===== src/rtl/core/tvp_pkg.sv =====
`timescale 1ns / 1ps
// Package for the tile video port and line fetch core.
// Holds codes, sizes, controller states and the command/status structs.
// No dependencies.
package tvp_pkg;

   localparam int VRAM_BYTES   = 16384;
   localparam int VRAM_AW      = $clog2(VRAM_BYTES);
   localparam int CRAM_ENTRIES = 32;
   localparam int CRAM_AW      = $clog2(CRAM_ENTRIES);
   localparam int PIX_W        = 6;

   localparam logic [VRAM_AW-1:0] VRAM_LAST = VRAM_AW'(VRAM_BYTES - 1);
   localparam logic [4:0]          COL_LAST  = 5'd31;
   localparam logic [3:0]          PLANE_END = 4'd4;
   localparam logic [3:0]          PIX_END   = 4'd8;

   // Input operations
   localparam logic [1:0] OP_CTRL   = 2'd0;
   localparam logic [1:0] OP_DATA   = 2'd1;
   localparam logic [1:0] OP_RENDER = 2'd2;

   // Result kinds
   localparam logic [1:0] KIND_ACK = 2'd0;
   localparam logic [1:0] KIND_REG = 2'd1;
   localparam logic [1:0] KIND_SEG = 2'd2;

   // Access codes from the second control byte
   localparam logic [1:0] CODE_READ = 2'd0;
   localparam logic [1:0] CODE_REGW = 2'd2;
   localparam logic [1:0] CODE_CRAM = 2'd3;

   typedef enum logic [2:0] {
      VSEL_CLEAR   = 3'd0,
      VSEL_PORT    = 3'd1,
      VSEL_NAME_LO = 3'd2,
      VSEL_NAME_HI = 3'd3,
      VSEL_PLANE   = 3'd4
   } vsel_type;

   typedef enum logic [9:0] {
      ST_CLEAR   = 10'b0000000001,
      ST_IDLE    = 10'b0000000010,
      ST_EXEC    = 10'b0000000100,
      ST_PREF    = 10'b0000001000,
      ST_EMIT    = 10'b0000010000,
      ST_NAME_LO = 10'b0000100000,
      ST_NAME_HI = 10'b0001000000,
      ST_ENTRY   = 10'b0010000000,
      ST_PLANE   = 10'b0100000000,
      ST_SEG_PIX = 10'b1000000000
   } state_type;

   typedef struct packed {
      vsel_type            vsel;
      logic                clear;
      logic                capture;
      logic                exec;
      logic                pref;
      logic                cap_lo;
      logic                cap_hi;
      logic                cap_plane;
      logic                cap_pix;
      logic                load_port;
      logic                load_seg;
      logic                last;
      logic [VRAM_AW-1:0]  clr_addr;
      logic [4:0]          col;
      logic [1:0]          sub;
      logic [1:0]          plane_idx;
      logic [2:0]          pix_rd;
      logic [2:0]          pix_idx;
   } tvp_cmd_type;

   typedef struct packed {
      logic [1:0] op;
      logic       pending;
      logic [1:0] value_code;
      logic       rsp_free;
   } tvp_stat_type;

endpackage


===== src/rtl/core/tvp_ctrl.sv =====
`timescale 1ns / 1ps
// Controller: clearing pass, port sequencing and tile fetch sequencing.
// Depends on tvp_pkg.
module tvp_ctrl (
   input  logic                  clock,
   input  logic                  reset,
   input  logic                  req_valid,
   output logic                  req_ready,
   input  tvp_pkg::tvp_stat_type stat,
   output tvp_pkg::tvp_cmd_type  cmd
);
   tvp_pkg::state_type          state_ff, state_in;
   logic [4:0]                  col_ff, col_in;
   logic [3:0]                  step_ff, step_in;
   logic [tvp_pkg::VRAM_AW-1:0] clr_ff, clr_in;

   always_comb begin
      state_in      = state_ff;
      col_in        = col_ff;
      step_in       = step_ff;
      clr_in        = clr_ff;
      req_ready     = 1'b0;
      cmd           = '0;
      cmd.vsel      = tvp_pkg::VSEL_PORT;
      cmd.clr_addr  = clr_ff;
      cmd.col       = col_ff;
      cmd.sub       = step_ff[1:0];
      cmd.plane_idx = step_ff[1:0] - 2'd1;
      cmd.pix_rd    = step_ff[2:0];
      cmd.pix_idx   = step_ff[2:0] - 3'd1;
      unique case (state_ff)
         tvp_pkg::ST_CLEAR: begin
            cmd.clear = 1'b1;
            cmd.vsel  = tvp_pkg::VSEL_CLEAR;
            clr_in    = clr_ff + 1'b1;
            if (clr_ff == tvp_pkg::VRAM_LAST) begin
               state_in = tvp_pkg::ST_IDLE;
            end
         end
         tvp_pkg::ST_IDLE: begin
            req_ready = 1'b1;
            if (req_valid) begin
               cmd.capture = 1'b1;
               state_in    = tvp_pkg::ST_EXEC;
            end
         end
         tvp_pkg::ST_EXEC: begin
            cmd.exec = 1'b1;
            priority if (stat.op == tvp_pkg::OP_RENDER) begin
               col_in   = 5'd0;
               state_in = tvp_pkg::ST_NAME_LO;
            end else if (stat.op == tvp_pkg::OP_CTRL && stat.pending
                         && stat.value_code == tvp_pkg::CODE_READ) begin
               state_in = tvp_pkg::ST_PREF;
            end else begin
               state_in = tvp_pkg::ST_EMIT;
            end
         end
         tvp_pkg::ST_PREF: begin
            cmd.pref = 1'b1;
            state_in = tvp_pkg::ST_EMIT;
         end
         tvp_pkg::ST_EMIT: begin
            if (stat.rsp_free) begin
               cmd.load_port = 1'b1;
               state_in      = tvp_pkg::ST_IDLE;
            end
         end
         tvp_pkg::ST_NAME_LO: begin
            cmd.vsel = tvp_pkg::VSEL_NAME_LO;
            state_in = tvp_pkg::ST_NAME_HI;
         end
         tvp_pkg::ST_NAME_HI: begin
            cmd.vsel   = tvp_pkg::VSEL_NAME_HI;
            cmd.cap_lo = 1'b1;
            state_in   = tvp_pkg::ST_ENTRY;
         end
         tvp_pkg::ST_ENTRY: begin
            cmd.cap_hi = 1'b1;
            step_in    = 4'd0;
            state_in   = tvp_pkg::ST_PLANE;
         end
         tvp_pkg::ST_PLANE: begin
            cmd.vsel      = tvp_pkg::VSEL_PLANE;
            cmd.cap_plane = (step_ff != 4'd0);
            if (step_ff == tvp_pkg::PLANE_END) begin
               step_in  = 4'd0;
               state_in = tvp_pkg::ST_SEG_PIX;
            end else begin
               step_in = step_ff + 4'd1;
            end
         end
         tvp_pkg::ST_SEG_PIX: begin
            // steps 0..8 read CRAM per pixel, step 9 hands out the segment once the result register is free
            if (step_ff <= tvp_pkg::PIX_END) begin
               cmd.cap_pix = (step_ff != 4'd0);
               step_in     = step_ff + 4'd1;
            end else if (stat.rsp_free) begin
               cmd.load_seg = 1'b1;
               cmd.last     = (col_ff == tvp_pkg::COL_LAST);
               if (col_ff == tvp_pkg::COL_LAST) begin
                  state_in = tvp_pkg::ST_IDLE;
               end else begin
                  col_in   = col_ff + 5'd1;
                  state_in = tvp_pkg::ST_NAME_LO;
               end
            end
         end
         default: begin
            state_in = tvp_pkg::ST_IDLE;
         end
      endcase
   end

   always_ff @(posedge clock) begin
      if (reset) begin
         state_ff <= tvp_pkg::ST_CLEAR;
         col_ff   <= 5'd0;
         step_ff  <= 4'd0;
         clr_ff   <= '0;
      end else begin
         state_ff <= state_in;
         col_ff   <= col_in;
         step_ff  <= step_in;
         clr_ff   <= clr_in;
      end
   end
endmodule


===== config.mk =====
export PLATFORM = sky130hd
export DESIGN_NAME = tvp_ctrl
export DESIGN_NICKNAME = d
export VERILOG_FILES = /design/src/rtl/core/tvp_pkg.sv /design/src/rtl/core/tvp_ctrl.sv
export SDC_FILE = /design/constraint.sdc
export NUM_CORES = 1
export LEC_CHECK = 0
export BUFFER_PORTS_ARGS = -buffer_cell sky130_fd_sc_hd__clkbuf_2
export CAP_MARGIN = 20
export CORE_MARGIN = 2
export CORE_UTILIZATION = 45
export DETAILED_ROUTE_END_ITERATION = 8
export PLACE_DENSITY = 0.76
export REMOVE_ABC_BUFFERS = 1
export SLEW_MARGIN = 20
export SYNTH_ARGS = -nofsm -noshare
export SYNTH_HDL_FRONTEND = slang
export SYNTH_SLANG_ARGS = --single-unit

===== constraint.sdc =====
create_clock -name clock -period 5.5 [get_ports clock]
set_clock_uncertainty 0.1 [all_clocks]
set_input_delay 1.375 -clock clock [delete_from_list [all_inputs] [get_ports clock]]
set_output_delay 1.375 -clock clock [all_outputs]
set_load 0.005 [all_outputs]

==> run summary <==
The flow ran to the end, and the final reports show no timing, DRC or antenna violations. For the placed wire-length estimate, the log shows 3.41 mm. The run gives 0 as the count of hold buffers inserted by post-cts repair. The family of cells with the greatest summed delay on the critical path is simple AND/OR/NAND/NOR gates. IR analysis of the VDD net gives a maximum drop of 161 uV.

The arrival time reported for the critical path endpoint came out at 2.06 ns. Sequential fraction of the synthesis area: 0.331. The share of synthesized registers carrying an async set or reset was 0. Synthesized area per cell: 8.08 um2. After clock tree synthesis, the clock-pin slew on the worst setup and hold paths is 0.07 ns.

The clock passes through at most 2 buffers. The congestion estimate from routability-driven global placement came to 0.936. The clock period could shrink to 3.53 ns. The number of synthesized flops with an enable pin was 0; the buffer count from post-CTS setup fixing was 0. The total track usage was 0.194; the post-detailed-route wirelength per cell was 13.6 um. The slew of the pin with the lowest slew margin was 0.745 ns.

After synthesis the netlist holds a flip-flop and latch count of 33. Max-cap violations in this run came to 0. The reg2reg setup slack was 3.04 ns; the via count of the first global-routing pass was 1730. The total congestion overflow after global routing was 0. Among the stages of the critical path, the cell type that occurs most often is clkbuf_2. The path class of the tightest hold or removal check is register to register.

The mapped netlist covers 0.00200 mm2. Prior to clock tree synthesis, the placed netlist has a worst setup slack of 1.97 ns. Setup violations remaining at the end of the flow were counted as 0. The run gives 0 ns as the setup TNS. For this run, the number of Yosys warnings is 0. 53 I/O pins were placed. The number of buffers and inverters on the critical path is 2. The region available for standard cell placement spans 0.00432 mm2. Once the clock tree was built, the resizer swapped 0 gates to a different size. The total number of vias came out at 1951.

Entering global routing, the biggest net connects 32 pins. In the synthesized netlist the dominant register cell turns out to be dfxtp_1. The H-tree was split into 2 levels.

For the global-route track usage on met2, the log shows 0.314. Top achievable clock speed: 283 MHz. Once routing completed, OpenROAD measured the worst setup slack at 1.97 ns. The part of the cycle the worst path needs works out to 0.642. The die height was 70.6 um.

The tools report the type of destination of the critical path as an output pin. Met3 usage: 0.0627. The headroom to the max-slew limit is 0.499. The most utilized layer in the global route result was met2. The met1 capacity usage during global routing came out at 0.245.

The signal on the critical path passes through clkbuf_2, nand3_1, nor2_1, and2_1, clkbuf_2. The tools report the leakage power total as 0.965 nW. After detailed routing, the number of remaining DRC violations is 0.

In this design, the stage delay of the slowest critical-path cell is 0.16 ns. The finished cells cover 0.00235 mm2. The tools report the standard cell area after detailed placement as 0.00221 mm2. Initial core utilization: 0.462. The global-route wire length before repair was 7.78 mm; the growth of design area from synthesis to finish was 17.5%.

In this run the remaining antenna-violating nets after routing total 0. The routed design has 4.62 mm of wire. The number of clock buffers added by TritonCTS is 5. The initialized floorplan defines 24 standard-cell rows. Setup repair after global routing left no endpoint under its margin.

Max-slew violation total from the final report: 0. The first routing iteration left 67 violations. The ratio of cells with drive above 1 in the final layout is 0.253, and the die area is 0.00499 mm2.

The run gives 51 as the count of unique library cells instantiated by Yosys. The filler cells instantiated in the layout total 437. Final hold violation count: 0.

In the synthesized netlist, the number of instances is 247. TritonCTS built the clock tree. For this run, the detailed router's first-pass iteration total came to 4.

Data on the critical path is required at its endpoint by 4.03 ns. Power spread over the standard cell area amounts to 262 mW/mm2. The via count normalized by instance count works out to 5.72. Of all nets on the critical path, the largest fanout is 5. The largest individual stage delay along the critical path comes from the cell clkbuf_2.

Post-synthesis cell type with the largest combined area: dfxtp_1. The tree is rooted in a clkbuf_8. The tools report the initial antenna violation count as 0. The x dimension of the die was 70.6 um. The kind of launch point of the worst setup path is an input pin. Ranked by total cell area, the synthesized netlist is headed by dfxtp_1 33%, nor2_1 4.3%, a21oi_1 3.8%, nand2_1 3.6%, nor3_1 3.3%. For the worst-skew pair, the clock arrives at the later sink with an insertion delay of 0.29 ns. The critical path is of the input pin to output pin type. At the end of the flow, the number of nets in the layout was 302. Port buffering added 52 buffers. The number of antenna repair diodes was 0; the TritonCTS sink count was 33. The fraction of synthesized cell area taken by the top area cell type is 0.331.
## Yosys cell counts, types with 3 or more instances
cell      instances
a21oi_1          15
and2_1            4
buf_4             7
clkbuf_1          8
dfxtp_1          33
ha_1              5
inv_1            11
nand2_1          19
nand2b_1          5
nand3_1           6
nand3b_1          5
nand4_1           8
nand4b_1          3
nor2_1           23
nor2b_1           6
nor3_1           13
nor4_1            3
o21ai_0          10
o31ai_1           3
or3_1             7
or4_1             5
xnor2_1           7
xor2_1            6
## layout make-up
type	count	area (um2)	share of cell area
clock inverters	3	65.1	0.0277
flip-flops and latches	33	661	0.282
multi-input cells	184	1180	0.503
clock buffers	5	68.8	0.0293
well taps	52	65.1	0.0277
inverters	12	45.0	0.0192
repair buffers	52	260	0.111
## where the power goes
group	leakage (nW)	internal [mW]	switching, mW
registers	0.267	0.248	0.0125
clock network	0.0681	0.180	0.0929
logic	0.630	0.0354	0.0442
total	0.965	0.464	0.150
## layer usage
metal	vias up	part of all wire	routed length, um
met3	9	0.077	357
li1	965	-	-
met5	-	0	0
met2	85	0.46	2110
met1	892	0.45	2080
met4	0	0.017	77
## sequential cells by signal, summed over array words and instances, names as in the netlist
register and cells:
state_ff 10, step_ff 4, clr_ff 14, col_ff 5
## worst paths after layout
kind         cells after the start                        to                     start
min                              2    col_ff[4]$_SDFFE_PP0P_    col_ff[4]$_SDFFE_PP0P_
min reg2reg                      2    col_ff[4]$_SDFFE_PP0P_    col_ff[4]$_SDFFE_PP0P_
max reg2reg                      5  state_ff[1]$_SDFFE_PP0P_  state_ff[1]$_SDFFE_PP0P_
max                              5                   cmd[29]                   stat[0]
## logic make-up after synthesis
logic type / count (synthesis) / share of synthesized area
and+or+nand+nor: 123 / 0.360
AOI/OAI and AO/OA: 42 / 0.137
DFF: 33 / 0.331
buffers and inverters: 30 / 0.0777
xor gates and xnor gates: 13 / 0.0570
adders and majority gates: 5 / 0.0313
muxes: 1 / 0.00564
## placed cells by master, fill, tap and decap left out, drive strengths merged, types with 2 or more instances in the layout
| cell | synthesis | routed |
|---|---|---|
| bufinv | 0 | 2 |
| o31ai | 3 | 3 |
| nor4b | 2 | 2 |
| o211ai | 2 | 2 |
| inv | 12 | 12 |
| nand3b | 5 | 5 |
| nor3 | 13 | 13 |
| nand3 | 7 | 7 |
| ha | 5 | 5 |
| and3 | 2 | 2 |
| nand4 | 8 | 8 |
| and2 | 4 | 4 |
| a21oi | 15 | 15 |
| nand2 | 19 | 19 |
| xor2 | 6 | 6 |
| or4 | 6 | 6 |
| nand2b | 5 | 5 |
| dfxtp | 33 | 33 |
| nand4b | 3 | 3 |
| a41oi | 2 | 2 |
| nor2 | 23 | 23 |
| o21ai | 10 | 10 |
| nor4 | 5 | 5 |
| and4 | 2 | 2 |
| or3 | 8 | 8 |
| clkbuf | 8 | 57 |
| a31o | 2 | 2 |
| nor2b | 6 | 6 |
| xnor2 | 7 | 7 |
## metrics by stage
step | std cells | hold slack [ns] | util | power, mW
after floorplan | 229 | 0.359 | - | 0.315
after global placement | 333 | 0.370 | 0.512 | 0.344
after detailed placement | 333 | 0.375 | 0.512 | 0.346
after CTS | 341 | 0.384 | 0.543 | 0.619
after global routing | 341 | 0.417 | 0.543 | 0.644
final | 341 | 0.380 | 0.543 | 0.614
## worst register-to-register path, cell delays in order, from the launching register on
cell	delay, ns
dfxtp_1	0.39
nor4b_1	0.65
nand3_1	0.28
a41oi_1	0.42
or4_1	0.31
o221ai_1	0.16
Note: power is estimated with default switching activity, not from simulation.
